[src/rtl/assert_macros.svh]
// Assertion helpers shared by the RTL. The properties are dropped for synthesis.
`ifndef ASSERT_MACROS_SVH
`define ASSERT_MACROS_SVH

`ifndef SYNTHESIS
`define ASSERT_CLKD(lbl, clk, rst_n, prop, msg) \
  lbl: assert property (@(posedge clk) disable iff (!rst_n) (prop)) else $error(msg);
`define ASSERT_NEVER(lbl, clk, rst_n, expr, msg) \
  lbl: assert property (@(posedge clk) disable iff (!rst_n) !(expr)) else $error(msg);
`else
`define ASSERT_CLKD(lbl, clk, rst_n, prop, msg)
`define ASSERT_NEVER(lbl, clk, rst_n, expr, msg)
`endif

`endif

[src/rtl/c2d_ram.sv]
`timescale 1ns / 1ps
module c2d_ram #(
  parameter int WIDTH = 16,
  parameter int DEPTH = 256
) (
  input  logic                     clk,
  input  logic                     we,
  input  logic [$clog2(DEPTH)-1:0] addr,
  input  logic [WIDTH-1:0]         wdata,
  output logic [WIDTH-1:0]         rdata
);

  logic [WIDTH-1:0] mem [DEPTH];

  always_ff @(posedge clk) begin
    if (we) begin
      mem[addr] <= wdata;
    end
    rdata <= mem[addr];
  end

endmodule

[config.mk]
export PLATFORM = sky130hd
export DESIGN_NAME = c2d_ram
export DESIGN_NICKNAME = d
export VERILOG_FILES = /design/src/rtl/assert_macros.svh /design/src/rtl/c2d_ram.sv
export SDC_FILE = /design/constraint.sdc
export NUM_CORES = 2
export LEC_CHECK = 0
export ABC_CLOCK_PERIOD_IN_PS = 2910
export BUFFER_PORTS_ARGS = -buffer_cell sky130_fd_sc_hd__buf_4
export CORE_UTILIZATION = 40
export DETAILED_ROUTE_END_ITERATION = 7
export PLACE_DENSITY = 0.62
export SLEW_MARGIN = 15
export SYNTH_ARGS = -nofsm -noshare
export SYNTH_HDL_FRONTEND = slang
export SYNTH_SLANG_ARGS = --single-unit
[constraint.sdc]
create_clock -name clk -period 2.91 [get_ports clk]
set_input_delay 0.291 -clock clk [delete_from_list [all_inputs] [get_ports clk]]
set_output_delay 0.291 -clock clk [all_outputs]
set_load 0.02 [all_outputs]
Word-level counts from Yosys, hierarchy flattened

Memory sizes are Yosys's and may differ from the RTL's. A register that Yosys moved wholly into a read port is not among the register bits.
Cells that the tools add are included.

Flip-flop bits (word level): 0
RAM bits: 4096
Input port bits: 26
Output and inout bits: 16
Word-level logic and storage cells: 3
Memories: 1

Multiplexer cells: 2

Memories:

| name | words | width | read ports | clocked after memory_dff | wr ports | RTL line      | RTL |
|---|---|---|---|---|---|---|---|
| mem  | 256   | 16    | 1          | 1                        | 1        | c2d_ram.sv:13 | `logic [WIDTH-1:0] mem [DEPTH];` |

Operators with widths:

| kind    | number |
|---|---|
| $mux W1 | 2 |

Depth between registers and ports, before layout

Word-level depth: 2
Depth in mapped cells: 10

Worst setup path before layout

No wires, ideal clock.

Kind: input port to flip-flop
Start point: input port addr[0]
End point: memory mem[145][0] (enable)
Library setup time: 409 ps
Data arrival time: 2580 ps
Required time: 2501 ps
Path slack: -79 ps
Stages on the path: 7
Path through: clkbuf_1 buf_6 clkbuf_1 buf_2 nand2b_1 clkbuf_1 nor3_1

RTL lines:

| item               | RTL line      | RTL |
|---|---|---|
| start: declaration | c2d_ram.sv:8  | `input logic [$clog2(DEPTH)-1:0] addr,` |
| end: declaration   | c2d_ram.sv:13 |  |

Straight into the memory's write port.

==> run metrics <==
Die Height=625 um; detailed placer's ending HPWL=256000 um; Synth area leader=edfxtp_1; CTS root buf=clkbuf_16; Rel. slew slack=30.4%; Synth Net Count=6753; Die W=625 um; Synth Area per Inst=23.1 sq um; CTS tree=built; Cell variety after synth=22; drt pass-1 iters=5; worst-skew pair later-pin latency=970 ps; YS warnings=0; Power Dens Cells=678 mW/mm^2; Leakage=58.0 nW; Max Slew Vio Count=0; Final Cycle Share=95.6%; top post-synthesis cells by area=edfxtp_1, mux4_2, a22oi_1, a21oi_1, clkbuf_1; gp weighted congestion=0.853; multi-input logic area=0.0307 sq mm; Seq. cell area=0.123 sq mm; first-pass GRT wire length=586000 um; Mapped Area=0.155 sq mm; Max Clock Skew=63.6 ps; Tot Pwr=126 mW; status=finished, final reports clean; min cycle time layout=2780 ps; WHS=100 ps; Fillers=30900; final core utilization=48.1%; Crit. End Element=register; post-synth top area share=79.1%; gr usage total=20.9%; DR iter-0 viols=9931; core area=0.386 sq mm; largest net degree at the start of global routing=96; post-synthesis register bit count=4112; Vias=76800; share of cells above drive strength 1=33.8%; Max Cap Violations=0; Gate Count Post-Synth=6727; clk slew on worst S/H paths=60 ps; DR DRC count=0; final antenna-violating net count=0; Final setup violation count=0; Starting Density=40.2%; row cnt=228; Post CTS Setup Buffer Count=0; ys flop type=edfxtp_1; top-count cell post-synth=edfxtp_1; cts bufs inserted=414; Nets=7758; most frequent cells after synthesis=edfxtp_1, mux4_2, a22oi_1; WL/cell=31.0 um; RSZ-0062 raised after global routing=no; Post-synth EDFFs=4096; Least-Margin Pin Slew=1030 ps; Max Root-Sink Buffers=4; type of the most critical hold path=input pin to register; Worst Setup Start Kind=register; Critical Path AT=3600 ps; die area=0.391 sq mm; ys async rst share=0%; vias in the first global route=78000; TritonCTS Sinks=4112; Via density=5.79; fmax=0.359 GHz; Area Growth Syn to Fin=19.4%; GRT overflow=0; Buffers on Ports=41; WP data required=3730 ps; sequential element share of the synthesized area=79.4%; VDD IR max=0.534 mV; I/O pin count=42; Hold Vio Cnt, Final=0; Crit Path Class=register to register; Post-Route WL=412000 um; antenna violations before repair=23; CP max FO=1; # H-tree levels=5
through the flow:
| step | cells | TNS [ps] | setup WS [ps] | cell area, sq um |
|---|---|---|---|---|
| 5_1_grt | 13300 | 0 | 144 | 186000 |
| 2_1_floorplan | 6727 | -37400 | -79.2 | 155000 |
| 3_3_place_gp | 12500 | -8220 | -841 | 172000 |
| 4_1_cts | 13300 | 0 | 140 | 186000 |
| 6_report | 13300 | 0 | 128 | 186000 |
| 3_5_place_dp | 12500 | -9820 | -817 | 172000 |
report_power, final:
part / total, mW / leakage [nW] / switching [mW] / internal (mW)
logic: 6.45 / 14.3 / 3.97 / 2.49
registers: 65.4 / 36.9 / 0.113 / 65.3
clock network: 54.0 / 6.72 / 22.8 / 31.2
total: 126 / 58.0 / 26.9 / 98.9
routing by layer:
layer  track usage [%]  part of all wire, %
met5                 0               0.0049
met4              6.19                  3.2
met3              3.37                  8.3
met2              33.5                   48
met1              29.5                   40
critical path, cell delays in order, from the launching register on:
cell and delay, ps:
edfxtp_1 380, mux4_2 500, a22oi_1 340, a21oi_1 260, o41ai_2 780, buf_4 280, nand4_1 90
path summary, 6_finish.rpt:
kind | endpoint | cells after the start | slack, ps | from
hold reg to reg | rdata[11] | 5 | 990 | mem[102][11]
setup reg to reg | rdata[8] | 6 | 130 | mem[237][8]
setup / recovery | rdata[8] | 6 | 130 | mem[237][8]
hold / removal | rdata[0] | 5 | 100 | addr[6]
timing repair:
item	in CTS	in global routing
endpoints found under the setup margin	3	1
gates resized for setup	3	1
endpoints found under the hold margin	985	0
hold buffers	17	0
pin swaps	0	0
cell families (layout without fill, tap and decap cells):
family / count (synthesis) / count (layout) / synth area share, %
compound gates: 832 / 832 / 3.66
simple gates: 338 / 338 / 0.907
mux: 1024 / 1024 / 14.8
other cells: 0 / 6 / 0
buf+inv: 421 / 1779 / 1.24
flops: 4112 / 4112 / 79.4
placed cells by master, fill, tap and decap left out, types with 7 or more instances in the layout:
| cell type | instances |
|---|---|
| nand2_1 | 27 |
| dfxtp_1 | 16 |
| o41ai_1 | 37 |
| bufinv_16 | 51 |
| a21oi_1 | 256 |
| nor3_2 | 30 |
| clkbuf_8 | 9 |
| buf_8 | 17 |
| o41ai_2 | 27 |
| nand3_1 | 7 |
| buf_12 | 277 |
| mux4_2 | 1024 |
| clkbuf_16 | 415 |
| clkbuf_1 | 80 |
| buf_4 | 697 |
| clkinv_4 | 7 |
| edfxtp_1 | 4096 |
| clkinv_1 | 76 |
| clkinvlp_4 | 21 |
| nor2_1 | 199 |
| a22oi_1 | 512 |
| clkinv_2 | 81 |
| nor2_2 | 32 |
| clkinv_16 | 15 |
| nand4_1 | 16 |
| dlygate4sd3_1 | 17 |
area by class of cell:
type                       instances  share of cell area (%)
sequential                      4112                    66.4
timing repair buffer            1009                    6.05
clock buffer                     504                    5.82
multi-input combinational       2194                    16.5
clock inverter                   265                    1.66
inverter                           1                 0.00202
antenna                            6                 0.00809
tap                             5175                    3.49
state kept, by name, summed over array words and instances, names as in the netlist:
name	cells
mem	4096
rdata	16
(Power assumes the default switching activity.)
